==> config.mk <==
export PLATFORM = sky130hd
export DESIGN_NAME = timing_wheel_task_timeouts
export DESIGN_NICKNAME = d
export VERILOG_FILES = /design/src/rtl/core/twtt_pkg.sv /design/src/rtl/core/twtt_cell.sv /design/src/rtl/core/timing_wheel_task_timeouts.sv
export SDC_FILE = /design/constraint.sdc
export NUM_CORES = 1
export LEC_CHECK = 0
export ABC_AREA = 1
export BUFFER_PORTS_ARGS = -buffer_cell sky130_fd_sc_hd__clkbuf_2
export CORE_MARGIN = 4
export CORE_UTILIZATION = 54
export CTS_CLUSTER_DIAMETER = 200
export CTS_CLUSTER_SIZE = 25
export DETAILED_ROUTE_END_ITERATION = 8
export GPL_TIMING_DRIVEN = 0
export PLACE_DENSITY = 0.72
export SYNTH_ARGS = -nofsm -noshare
export SYNTH_HDL_FRONTEND = slang
export SYNTH_HIERARCHICAL = 1
export SYNTH_SLANG_ARGS = --single-unit
==> constraint.sdc <==
create_clock -name clk -period 12.4 [get_ports clk]
set_input_delay 2.48 -clock clk [delete_from_list [all_inputs] [get_ports clk]]
set_output_delay 2.48 -clock clk [all_outputs]
set_load 0.05 [all_outputs]
==> src/rtl/core/twtt_pkg.sv <==
// Shared types and constants of the task timeout timing wheel.
// No dependencies; every other file of the block imports this package.
package twtt_pkg;

	// Wheel geometry: the slot index wraps at a power of two, so the sum of
	// current slot and delay is simply truncated.
	localparam int unsigned SLOTS        = 64;
	localparam int unsigned SLOT_W       = $clog2(SLOTS);
	localparam int unsigned WORKER_W     = 4;
	localparam int unsigned WORKERS_DFLT = 16;
	localparam int unsigned DELAY_W      = 6;
	localparam logic [DELAY_W-1:0] DELAY_RST = DELAY_W'(2);

	// Command codes carried in the item.
	localparam logic [1:0] CMD_ARM    = 2'd0;
	localparam logic [1:0] CMD_CANCEL = 2'd1;
	localparam logic [1:0] CMD_TICK   = 2'd2;

	// Result kinds.
	localparam logic [2:0] RK_ARMED     = 3'd0;
	localparam logic [2:0] RK_CANCELLED = 3'd1;
	localparam logic [2:0] RK_NOTHING   = 3'd2;
	localparam logic [2:0] RK_EXPIRED   = 3'd3;
	localparam logic [2:0] RK_IDLE_TICK = 3'd4;

	typedef struct packed {
		logic [1:0]          cmd;
		logic [WORKER_W-1:0] worker;
		logic                task_kind;
	} item_t;

	typedef struct packed {
		logic [2:0]          result_kind;
		logic [WORKER_W-1:0] out_worker;
		logic                out_task_kind;
		logic                last;
	} result_t;

	// Broadcast from the controller to every cell of the row.
	typedef struct packed {
		logic [WORKER_W-1:0] idx;
		logic [SLOT_W-1:0]   slot;
		logic [SLOT_W-1:0]   cur;
		logic                kind;
		logic                arm_we;
		logic                probe;
		logic                cancel_clr;
		logic                advance;
	} ctl_t;

	// Report rippling along the row: at most one cell contributes.
	typedef struct packed {
		logic hit;
		logic kind;
	} rep_t;

endpackage

==> src/rtl/core/twtt_cell.sv <==
// One timer cell of the wheel: armed flag, target slot and task kind of one worker.
// Depends on twtt_pkg; chained by the top level, one cell per worker.
module twtt_cell #(
	parameter int unsigned IDX = 0
) (
	input  logic          clk,
	input  logic          arst_n,
	input  twtt_pkg::ctl_t ctl,
	input  logic          tok_i,
	input  twtt_pkg::rep_t rep_i,
	output logic          tok_o,
	output twtt_pkg::rep_t rep_o
);
	import twtt_pkg::*;

	localparam logic [WORKER_W-1:0] MY_IDX = WORKER_W'(IDX);

	logic              armed_q;
	logic              tok_q;
	logic [SLOT_W-1:0] slot_q;
	logic              kind_q;
	logic              sel;
	logic              mine_hit;

	assign sel      = (ctl.idx == MY_IDX);
	assign mine_hit = (ctl.probe & sel & armed_q) | (tok_q & armed_q & (slot_q == ctl.cur));

	assign rep_o.hit  = rep_i.hit | mine_hit;
	assign rep_o.kind = rep_i.kind | (mine_hit & kind_q);
	assign tok_o      = tok_q & ctl.advance;

	always_ff @(posedge clk or negedge arst_n) begin
		if (!arst_n) begin
			armed_q <= 1'b0;
			tok_q   <= 1'b0;
		end else begin
			tok_q <= tok_i | (tok_q & ~ctl.advance);
			if (ctl.arm_we & sel) begin
				armed_q <= 1'b1;
			end else if ((ctl.cancel_clr & sel) | (tok_q & mine_hit & ctl.advance)) begin
				armed_q <= 1'b0;
			end
		end
	end

	always_ff @(posedge clk) begin
		if (ctl.arm_we & sel) begin
			slot_q <= ctl.slot;
			kind_q <= ctl.kind;
		end
	end

endmodule

==> src/rtl/core/timing_wheel_task_timeouts.sv <==
// Task timeout timing wheel: one timer cell per worker, a scan token along the row.
// An arm or cancel result is registered in the exec step once the output register is free,
// and the next item is taken on the return to idle; a tick's last result is registered in
// the finishing step after the token has stepped one cell per cycle along the row, unless
// a hit is held back by output stalls. The next item is accepted while the last result waits.
// Reset (arst_n, asynchronous, active low) clears armed flags, current slot and controller.
module timing_wheel_task_timeouts #(
	parameter int unsigned WORKERS = twtt_pkg::WORKERS_DFLT
) (
	input  logic                         clk,
	input  logic                         arst_n,
	input  logic                         item_valid,
	output logic                         item_stall,
	input  twtt_pkg::item_t              item,
	output logic                         result_valid,
	input  logic                         result_stall,
	output twtt_pkg::result_t            result,
	input  logic                         cfg_valid,
	output logic                         cfg_ready,
	input  logic [twtt_pkg::DELAY_W-1:0] cfg_data
);
	import twtt_pkg::*;

	// The controller walks through four one-hot states. An item is captured in
	// idle, carried out in exec, and a tick then moves on to the scan of the row
	// and a finishing step that delivers the last result of the tick.
	// The arm delay is loaded with 2 at reset; slot and kind stores are not reset.
	typedef enum logic [3:0] {
		S_IDLE   = 4'b0001,
		S_EXEC   = 4'b0010,
		S_SCAN   = 4'b0100,
		S_FINISH = 4'b1000
	} state_t;

	state_t              state_q;
	item_t               item_q;
	logic [SLOT_W-1:0]   cur_q;
	logic [DELAY_W-1:0]  delay_q;
	logic [WORKER_W-1:0] scan_idx_q;
	logic                pend_valid_q;
	logic [WORKER_W-1:0] pend_worker_q;
	logic                pend_kind_q;
	logic                res_valid_q;
	result_t             res_q;

	ctl_t    ctl;
	logic    tok_chain [0:WORKERS];
	rep_t    rep_chain [0:WORKERS];
	rep_t    rep;
	logic    scan_done;
	logic    out_free;
	logic    in_range;
	logic    advance;
	logic    res_load;
	result_t res_d;

	// The output register is free when it is empty or its beat leaves now.
	assign out_free   = ~res_valid_q | ~result_stall;
	assign item_stall = (state_q != S_IDLE);
	assign cfg_ready  = 1'b1;

	assign result_valid = res_valid_q;
	assign result       = res_q;

	assign in_range = ({1'b0, item_q.worker} < (WORKER_W + 1)'(WORKERS));

	// During the scan the token may only move on when a hit has somewhere to go:
	// the pending slot is empty, or the pending result can move to the output.
	assign advance = ~rep.hit | ~pend_valid_q | out_free;

	always_comb begin
		ctl            = '0;
		ctl.idx        = item_q.worker;
		ctl.slot       = cur_q + SLOT_W'(delay_q);
		ctl.cur        = cur_q;
		ctl.kind       = item_q.task_kind;
		ctl.arm_we     = (state_q == S_EXEC) & (item_q.cmd == CMD_ARM) & in_range & out_free;
		ctl.probe      = (state_q == S_EXEC) & (item_q.cmd == CMD_CANCEL) & in_range;
		ctl.cancel_clr = ctl.probe & out_free;
		ctl.advance    = (state_q == S_SCAN) & advance;
	end

	// The token enters the first cell in the cycle after the tick is executed,
	// when the current slot already holds its new value.
	assign tok_chain[0] = (state_q == S_EXEC) & (item_q.cmd == CMD_TICK);
	assign rep_chain[0] = '0;

	for (genvar g = 0; g < WORKERS; g++) begin : g_cell
		twtt_cell #(
			.IDX(g)
		) u_cell (
			.clk   (clk),
			.arst_n(arst_n),
			.ctl   (ctl),
			.tok_i (tok_chain[g]),
			.rep_i (rep_chain[g]),
			.tok_o (tok_chain[g+1]),
			.rep_o (rep_chain[g+1])
		);
	end

	assign rep       = rep_chain[WORKERS];
	assign scan_done = tok_chain[WORKERS];

	// Result selection. Expired timers are held back by one in the pending
	// register, so that the final one can carry the last mark at the end of the scan.
	always_comb begin
		res_load = 1'b0;
		res_d    = '0;
		case (state_q)
			S_EXEC: begin
				res_d.out_worker = item_q.worker;
				res_d.last       = 1'b1;
				if ((item_q.cmd == CMD_ARM) || (item_q.cmd == CMD_CANCEL)) begin
					res_load = out_free;
					if (!in_range) begin
						res_d.result_kind = RK_NOTHING;
					end else if (item_q.cmd == CMD_ARM) begin
						res_d.result_kind   = RK_ARMED;
						res_d.out_task_kind = item_q.task_kind;
					end else if (rep.hit) begin
						res_d.result_kind   = RK_CANCELLED;
						res_d.out_task_kind = rep.kind;
					end else begin
						res_d.result_kind = RK_NOTHING;
					end
				end
			end
			S_SCAN: begin
				res_load            = rep.hit & pend_valid_q & out_free;
				res_d.result_kind   = RK_EXPIRED;
				res_d.out_worker    = pend_worker_q;
				res_d.out_task_kind = pend_kind_q;
			end
			S_FINISH: begin
				res_load   = out_free;
				res_d.last = 1'b1;
				if (pend_valid_q) begin
					res_d.result_kind   = RK_EXPIRED;
					res_d.out_worker    = pend_worker_q;
					res_d.out_task_kind = pend_kind_q;
				end else begin
					res_d.result_kind = RK_IDLE_TICK;
				end
			end
			default: begin
				res_load = 1'b0;
			end
		endcase
	end

	always_ff @(posedge clk or negedge arst_n) begin
		if (!arst_n) begin
			state_q      <= S_IDLE;
			cur_q        <= '0;
			delay_q      <= DELAY_RST;
			scan_idx_q   <= '0;
			pend_valid_q <= 1'b0;
			res_valid_q  <= 1'b0;
		end else begin
			if (cfg_valid && cfg_ready) begin
				delay_q <= cfg_data;
			end

			if (res_load) begin
				res_valid_q <= 1'b1;
			end else if (!result_stall) begin
				res_valid_q <= 1'b0;
			end

			case (state_q)
				S_IDLE: begin
					if (item_valid) begin
						state_q <= S_EXEC;
					end
				end
				S_EXEC: begin
					case (item_q.cmd)
						CMD_ARM, CMD_CANCEL: begin
							if (out_free) begin
								state_q <= S_IDLE;
							end
						end
						CMD_TICK: begin
							cur_q        <= cur_q + SLOT_W'(1);
							scan_idx_q   <= '0;
							pend_valid_q <= 1'b0;
							state_q      <= S_SCAN;
						end
						default: begin
							state_q <= S_IDLE;
						end
					endcase
				end
				S_SCAN: begin
					if (advance) begin
						scan_idx_q <= scan_idx_q + WORKER_W'(1);
						if (rep.hit) begin
							pend_valid_q <= 1'b1;
						end
						if (scan_done) begin
							state_q <= S_FINISH;
						end
					end
				end
				S_FINISH: begin
					if (out_free) begin
						pend_valid_q <= 1'b0;
						state_q      <= S_IDLE;
					end
				end
				default: begin
					state_q <= S_IDLE;
				end
			endcase
		end
	end

	// Payload registers: the captured item, the pending expiry and the result.
	always_ff @(posedge clk) begin
		if ((state_q == S_IDLE) && item_valid) begin
			item_q <= item;
		end
		if ((state_q == S_SCAN) && advance && rep.hit) begin
			pend_worker_q <= scan_idx_q;
			pend_kind_q   <= rep.kind;
		end
		if (res_load) begin
			res_q <= res_d;
		end
	end

endmodule

==> results.cfg, run 1 <==
[power]
leakage_nw = 5.47
internal_power_mw = 1.21
comb_power_share = 0.219
power.switching_mw = 0.618
powerDensity_nw_per_um2 = 167
p_total_mw = 1.82
vdd_drop_max_mv = 0.160
switching_share = 0.339
p_clk_frac = 0.291
seq_power_share = 0.490

[routing]
via_per_inst = 4.88
firstDrtPassIters = 8
dr_total_vias = 7082
drtAntennaViolNets = 0
wl_mm = 19.8
drc_errors = 0
first_iter_violations = 439
wire_per_inst_um = 13.7

[clocking]
cts_resized = 0
clk_latency_ns = 0.43
clk_pin_slew_ns = 0.07
cts_tree = done
cts_made_buffers = 17
post_cts_buffers = 0
clock_sinks = 187
cts.path.max_buffers = 2
root_buffer = clkbuf_16
cts_hold_buffers = 0
htreeDepth = 4

[critical_path]
worst-setup-path-type = flip-flop to flip-flop
critical_path_arrival_ns = 5.22
rr_endpoint = result[1]
slowest_stage = dfrtp_1
r2r_start = cur_q[5]
critPathBufInv = 1
path_max_fanout = 19
worstPathRequired_ns = 12.59
reg2reg_depth = 25
critPathLaunchType = flip-flop
endpoint_kind = flip-flop
cp_slowest_stage_delay_ns = 0.96
critPathTopFamily = compound AO/OA/AOI/OAI gates
r2r_slack_ns = 7.37
crit_top_cell = o21bai_2

[layout]
drive_above_1_share = 0.129
antenna_cells = 0
n_fill_cell = 1440
layout_commonest_cell = nand2_1
syn_to_final_growth_pct = 11.5
most-common-layout-cells = 341 x nand2_1, 284 x inv_1, 133 x edfxtp_1
final_cell_count_no_fill = 1451
nets = 1239

[logic_synthesis]
synth-adder-area-share = 0.0110
ys_seq_area_frac = 0.547
synthXorXnorAreaFrac = 0.00896
yosysUniqueCellTypes = 36
synth_simple_gate_area_share = 0.250
synth_compound_area_frac = 0.0629
yosys_warnings = 6
ys_ff_latch = 187
synth_top_family_by_area = simple AND/OR/NAND/NOR gates
avgSynthCellArea_um2 = 8.42
synth_area_um2 = 9770
synthCells = 1160
muxShareOfSynthArea = 0.00576

[hold_path]
min_path_type = flip-flop to flip-flop
hold_end = pend_worker_q[3]
hold_depth = 0
hp-start = scan_idx_q[3]

[floorplanning]
fp-row-count = 48
die_x_um = 143
fp.dieH_um = 143
fp.dieArea_um2 = 20300
initial_core_util = 0.557
core_area_um2 = 17500
ios = 30

[sta]
relSlewSlack = 0.372
skew_ns = 0.00874
drv_slew = 0
tightest_slew_ns = 0.942
max_freq_mhz = 199
layout_setup_ws_ns = 7.37
min_period_over_period = 0.406
setup_viol = 0
setup_tns_ns = 0
period_minus_slack_ns = 5.03
rsz0062_at_grt = false
hold_viol = 0

[place]
placedCellCount = 1419
dp_hpwl_mm = 13.2
post-place-ws_ns = 7.06
port_buffers = 27
gp_congestion = 0.828

[global_route]
grt_pass1_wl_mm = 32.7
antenna_found_initial = 0
grt_usage = 0.205
grt_max_degree = 55
grt_pass1_vias = 6692
grt-ovfl-total = 0

[job]
drv_cap = 0

[status]
outcome = finished clean
[worst max path at each step]
stage,cells after the start,slack (ns),to,from
6_report,25,7.37,result[1],cur_q[5]
3_5_place_dp,25,7.06,result[1],cur_q[3]
5_1_grt,46,6.79,state_q[1],cur_q[5]
2_1_floorplan,5,7.78,g_cell[0].u_cell/kind_q,result_stall
4_1_cts,25,7.04,result[1],cur_q[3]
3_3_place_gp,6,6.10,g_cell[11].u_cell/slot_q[0],result_stall
[registers in the layout (all words and copies together), names as in the netlist]
name	flops
ctl	5
pend_kind_q	1
scan_idx_q	4
cur_q	6
g_cell.u_cell/tok_q	16
delay_q	6
state_q	4
result_valid	1
g_cell.u_cell/armed_q	16
pend_valid_q	1
result	9
g_cell.u_cell/kind_q	16
item_q	2
g_cell.u_cell/slot_q	96
pend_worker_q	4
[power groups by stage]
| stage | combinational (mW) | sequential (mW) | clock (mW) |
|---|---|---|---|
| floorplan | 0.256 | 0.877 | 0 |
| global placement | 0.370 | 0.904 | 0 |
| detailed placement | 0.407 | 0.906 | 0 |
| CTS | 0.410 | 0.892 | 0.541 |
| global route | 0.456 | 0.906 | 0.566 |
| finish | 0.399 | 0.893 | 0.531 |
[final cells by class]
type	instances	area, um^2	area share
Buffer	2	11.3	0.00103
Clock buffer	21	493	0.0453
Clock inverter	11	96.3	0.00885
Inverter	289	1090	0.100
Multi-Input combinational cell	683	3370	0.309
Sequential cell	187	5350	0.492
Tap cell	225	282	0.0258
Timing Repair Buffer	33	198	0.0182
[synthesized netlist by cell type (all sizes together)]
library cell / number / share of area
nand2: 379 / 0.16
inv: 289 / 0.11
edfxtp: 133 / 0.41
nor2: 108 / 0.047
nand3: 66 / 0.034
dfrtp: 52 / 0.13
o21ai: 42 / 0.022
o21bai: 32 / 0.031
nand4: 10 / 0.0064
ha: 7 / 0.0090
xor2: 7 / 0.0063
a21oi: 6 / 0.0031
a22o: 5 / 0.0051
mux2: 5 / 0.0058
nand3b: 4 / 0.0031
xnor2: 3 / 0.0027
conb: 2 / 0.00077
dfstp: 2 / 0.0054
a21boi: 1 / 0.00077
a31o: 1 / 0.00090
buf: 1 / 0.00077
clkbuf: 1 / 0.00038
fa: 1 / 0.0020
nor4: 1 / 0.00064
o211ai: 1 / 0.00077
or2: 1 / 0.00064
[per-layer routing]
metal	vias up	GRT usage	share of wire
met5	-	0	0
met2	132	0.343	0.49
li1	3655	-	-
met1	3274	0.280	0.46
met4	0	0.0575	0.012
met3	21	0.0326	0.040
[metrics by stage]
| stage | area [um^2] | util | hold WS (ns) |
|---|---|---|---|
| after global placement | 10200 | 0.581 | 0.482 |
| final | 10900 | 0.621 | 0.518 |
| after floorplan | 9780 | - | 0.466 |
| after detailed placement | 10300 | 0.587 | 0.500 |
| after global routing | 10900 | 0.621 | 0.528 |
| after CTS | 10900 | 0.621 | 0.518 |
[cell families after synthesis]
| family | count (synthesis) |
|---|---|
| AND/OR/NAND/NOR | 569 |
| buffers and inverters | 291 |
| flip-flops | 187 |
| AO/OA/AOI/OAI | 88 |
| XOR/XNOR | 10 |
| adder cells (fa/ha/maj) | 8 |
| multiplexers | 5 |
| other | 2 |
No activity file was read; power rests on OpenSTA's default activity.
==> run 2, diff against run 1 <==
--- a/config.mk
+++ b/config.mk
@@ -13,7 +13,7 @@
 export CTS_CLUSTER_SIZE = 25
 export DETAILED_ROUTE_END_ITERATION = 8
 export GPL_TIMING_DRIVEN = 0
-export PLACE_DENSITY = 0.72
+export PLACE_DENSITY = 0.74
 export SYNTH_ARGS = -nofsm -noshare
 export SYNTH_HDL_FRONTEND = slang
 export SYNTH_HIERARCHICAL = 1
==> constraint.sdc (replaced) <==
create_clock -name clk -period 4.5 [get_ports clk]
set_input_delay 0.9 -clock clk [delete_from_list [all_inputs] [get_ports clk]]
set_output_delay 0.9 -clock clk [all_outputs]
set_load 0.05 [all_outputs]
==> run 2 against run 1 <==
  * Largest cell class unchanged
  * Clock skew up 0.0021 ns
  * Power rose to 2.9 times the previous value
  * First-iteration DRC count grew 41%
  * Fmax grew 16%
  * Global-route usage increased by 2.9 points
  * Final cell count rose by 3.0%
  * Clock power grew to 2.8 times the previous value
  * Via count grew 7.3%
==> results.cfg, run 2 (synthesized netlist as in run 1, its figures left out) <==
[critical_path]
crit_top_cell = o21bai_2
r2r_slack_ns = 0.15
critPathLaunchType = flip-flop
cp_slowest_stage_delay_ns = 0.51
path_max_fanout = 4
worst-setup-path-type = flip-flop to flip-flop
worstPathRequired_ns = 4.70
endpoint_kind = flip-flop
slowest_stage = dfrtp_4
critical_path_arrival_ns = 4.54
reg2reg_depth = 26

[sta]
rsz0062_at_grt = false
skew_ns = 0.0109
period_minus_slack_ns = 4.35
tightest_slew_ns = 0.850
min_period_over_period = 0.967
drv_slew = 0
timing.hold.ws_ns = 0.519
relSlewSlack = 0.434
hold_viol = 0
setup_viol = 0
setup_tns_ns = 0
max_freq_mhz = 230
layout_setup_ws_ns = 0.151

[layout]
largest_reg_flops = 96
seq_area_um2 = 5370
multi_input_area_um2 = 3420
regMostFlops = g_cell.u_cell/slot_q
drive_above_1_share = 0.162
final_cell_count_no_fill = 1494
layout_commonest_cell = nand2_1
n_fill_cell = 1393
antenna_cells = 0
syn_to_final_growth_pct = 16.3
most-common-layout-cells = 340 x nand2_1, 282 x inv_1, 133 x edfxtp_1
nets = 1282

[routing]
firstDrtPassIters = 5
drtAntennaViolNets = 0
wire_per_inst_um = 15.4
first_iter_violations = 617
wl_mm = 23.0
drc_errors = 0
via_per_inst = 5.09
dr_total_vias = 7599

[clocking]
root_buffer = clkbuf_16
clock_sinks = 187
htreeDepth = 4
cts_hold_buffers = 0
clk_latency_ns = 0.44
clk_pin_slew_ns = 0.07
cts.path.max_buffers = 2
cts_tree = done
cts_made_buffers = 17

[global_route]
antenna_found_initial = 0
grt_max_degree = 55
grt_usage = 0.234
grt_pass1_vias = 7331
grt_pass1_wl_mm = 36.5
met3_usage = 0.0467
use_met1 = 0.304
grt-ovfl-total = 0
grt_busiest_layer = met2
met2_usage = 0.398

[place]
port_buffers = 27
post-place-ws_ns = -0.785
dp_hpwl_mm = 13.3
placedCellCount = 1419
gp_congestion = 0.812

[power]
p_total_mw = 5.27
leakage_nw = 5.71
powerDensity_nw_per_um2 = 463
vdd_drop_max_mv = 0.391

[floorplanning]
fp-row-count = 48
initial_core_util = 0.557
ios = 30
fp.dieArea_um2 = 20300
core_area_um2 = 17500
fp.dieH_um = 143
die_x_um = 143

[hold_path]
hold_depth = 1
min_path_type = flip-flop to flip-flop

[status]
outcome = finished clean

[job]
drv_cap = 0
run 2: critical path: cells and delay by family (launching register included):
kind	cells	cell delay, ns
simple gates	7	0.49
flops	1	0.51
compound gates	18	3.06
buf+inv	1	0.06
run 2: stage by stage:
stage                     utilization  cell area, um^2
after global placement          0.581            10200
after CTS                       0.640            11200
final                           0.648            11400
after detailed placement        0.587            10300
after floorplan                     -             9780
after global routing            0.648            11400
run 2: final cells by class:
class	count	area share
Timing Repair Buffer	75	0.0520
Multi-Input combinational cell	684	0.301
Buffer	2	0.000991
Tap cell	225	0.0248
Sequential cell	187	0.473
Clock buffer	24	0.0451
Clock inverter	8	0.00727
Inverter	289	0.0961
run 2: metal layers:
metal / wire length [um] / vias up
met1: 9790 / 3580
li1: - / 3739
met4: 478 / 0
met2: 11300 / 242
met5: 0 / -
met3: 1460 / 38
run 2: final timing paths:
path / from / endpoint
max: cur_q[4] / result[1]
max in group asynchronous: arst_n / cur_q[3]
min in group asynchronous: arst_n / result_valid
max reg2reg: cur_q[4] / result[1]
min: delay_q[2] / delay_q[2]
min reg2reg: delay_q[2] / delay_q[2]
run 2: where the power goes:
part | switching (mW) | total [mW] | internal [mW] | leakage, nW
clock network | 0.622 | 1.48 | 0.856 | 0.288
logic | 1.00 | 1.48 | 0.478 | 3.50
registers | 0.141 | 2.31 | 2.17 | 1.92
total | 1.77 | 5.27 | 3.50 | 5.71
run 2: repair_timing:
action                     in CTS  in global routing
gates resized for setup        13                 11
setup endpoints to repair      45                 21
buffers inserted               30                 11
pin swaps                       2                  4
gates cloned                    1                  0
==> run 3, diff against run 2 <==
--- a/config.mk
+++ b/config.mk
@@ -8,12 +8,12 @@
 export ABC_AREA = 1
 export BUFFER_PORTS_ARGS = -buffer_cell sky130_fd_sc_hd__clkbuf_2
 export CORE_MARGIN = 4
-export CORE_UTILIZATION = 54
+export CORE_UTILIZATION = 30
 export CTS_CLUSTER_DIAMETER = 200
 export CTS_CLUSTER_SIZE = 25
 export DETAILED_ROUTE_END_ITERATION = 8
 export GPL_TIMING_DRIVEN = 0
-export PLACE_DENSITY = 0.74
+export PLACE_DENSITY = 0.47
 export SYNTH_ARGS = -nofsm -noshare
 export SYNTH_HDL_FRONTEND = slang
 export SYNTH_HIERARCHICAL = 1
==> run 3 against run 2 <==
  * Critical path depth did not move
  * Utilization fell by 28 points
  * Non-clock buffer count rose by 1
  * Fmax rose by 0.31%
  * Via count fell by 5.2%
  * Register-to-register slack barely moved
  * Hold slack got worse by 0.13 ns
  * Largest power group unchanged
  * Highest routed layer unchanged
==> results.cfg, run 3 (synthesized netlist as in run 1, its figures left out) <==
[power]
powerDensity_nw_per_um2 = 457
leakage_nw = 5.75
vdd_drop_max_mv = 0.290

[clocking]
htreeDepth = 4
clk_latency_ns = 0.43
clock_sinks = 187
cts_tree = done
cts.path.max_buffers = 2
clk_pin_slew_ns = 0.07
root_buffer = clkbuf_16
cts_made_buffers = 17

[routing]
via_per_inst = 4.23
wire_per_inst_um = 14.7
drtAntennaViolNets = 0
wl_mm = 25.1
first_iter_violations = 360
firstDrtPassIters = 4
dr_total_vias = 7207
drc_errors = 0

[critical_path]
worst-setup-path-type = flip-flop to flip-flop
critical_path_arrival_ns = 4.51
path_max_fanout = 4
cp_slowest_stage_delay_ns = 0.51
worstPathRequired_ns = 4.68
slowest_stage = dfrtp_4
endpoint_kind = flip-flop
critPathLaunchType = flip-flop
crit_top_cell = o21bai_2

[layout]
layout_commonest_cell = nand2_1
n_fill_cell = 3295
most-common-layout-cells = 339 x nand2_1, 281 x inv_1, 133 x edfxtp_1
regMostFlops = g_cell.u_cell/slot_q
drive_above_1_share = 0.165
syn_to_final_growth_pct = 20.1
nets = 1283
utilization = 0.368
largest_reg_flops = 96
antenna_cells = 0
final_area_um2 = 11700

[place]
dp_hpwl_mm = 14.6
dpl_cell_area_um2 = 10600
port_buffers = 27
gp_congestion = 0.768

[global_route]
grt-ovfl-total = 0
grt_max_degree = 38
grt_pass1_vias = 6928
grt_pass1_wl_mm = 39.7
antenna_found_initial = 0
grt_usage = 0.146

[sta]
min_period_over_period = 0.964
period_minus_slack_ns = 4.34
tightest_slew_ns = 0.872
skew_ns = 0.0121
relSlewSlack = 0.419
setup_tns_ns = 0
max_freq_mhz = 231
drv_slew = 0
hold_viol = 0
setup_viol = 0

[floorplanning]
initial_core_util = 0.307
die_x_um = 188
core_area_um2 = 31900
ios = 30
fp.dieArea_um2 = 35500
fp.dieH_um = 188
fp-row-count = 65

[job]
drv_cap = 0

[hold_path]
min_path_type = primary input to asynchronous set/reset pin

[status]
outcome = finished clean
-- run 3: changes by cell type in the layout (fill, tap and decap cells not counted), sizes merged --
cell      change
clkbuf        -2
clkinv        +2
buf           +1
clkinvlp      -1
inv           +1
-- run 3: path summary, 6_finish.rpt --
check,to,startpoint,depth (start not counted),slack (ns)
max,result[1],cur_q[1],26,0.16
min,g_cell[8].u_cell/tok_q,arst_n,1,0.39
max reg2reg,result[1],cur_q[1],26,0.16
min reg2reg,pend_worker_q[3],scan_idx_q[3],0,0.49
max in group asynchronous,delay_q[1],arst_n,2,3.51
min in group clk,pend_worker_q[3],scan_idx_q[3],0,0.49
-- run 3: layer usage --
layer	vias up	share of wire	global-route usage
met4	0	0.0091	0.0305
met5	-	0	0
met1	3384	0.48	0.201
met3	16	0.021	0.0196
met2	69	0.49	0.249
li1	3738	-	-
-- run 3: through the flow --
stage	power (mW)	setup WS (ns)	std cells	hold WS, ns
after global placement	3.61	-0.999	1623	0.479
after detailed placement	3.72	-0.906	1632	0.479
after CTS	5.41	0.000122	1698	0.391
after floorplan	3.12	0.00741	1161	0.466
after global routing	5.69	-0.00732	1705	0.396
final	5.37	0.164	1705	0.392
-- run 3: area by class of cell --
class / instances / area, um^2 / area share
tap: 435 / 544 / 0.0464
clock inverter: 10 / 92.6 / 0.00789
sequential: 187 / 5370 / 0.457
inverter: 289 / 1090 / 0.0930
timing repair buffer: 76 / 724 / 0.0617
clock buffer: 22 / 464 / 0.0395
buffer: 2 / 11.3 / 0.000959
multi-input combinational: 684 / 3440 / 0.293
-- run 3: repair_timing --
action / in CTS / in global routing
pin swaps: 1 / 6
resized for setup: 10 / 15
gates cloned: 1 / 0
hold buffers: 0 / 0
setup buffers: 33 / 7
setup endpoints to repair: 48 / 45
-- run 3: power by group --
group	switching (mW)	internal, mW
combinational	1.06	0.557
sequential	0.137	2.16
clock	0.655	0.795
-- run 3: critical path, delay by kind of cell (launching register included) --
| family | cells | cell delay, ns |
|---|---|---|
| AOI/OAI and AO/OA | 19 | 3.10 |
| DFF | 1 | 0.51 |
| and+or+nand+nor | 6 | 0.41 |
| buffers and inverters | 1 | 0.06 |
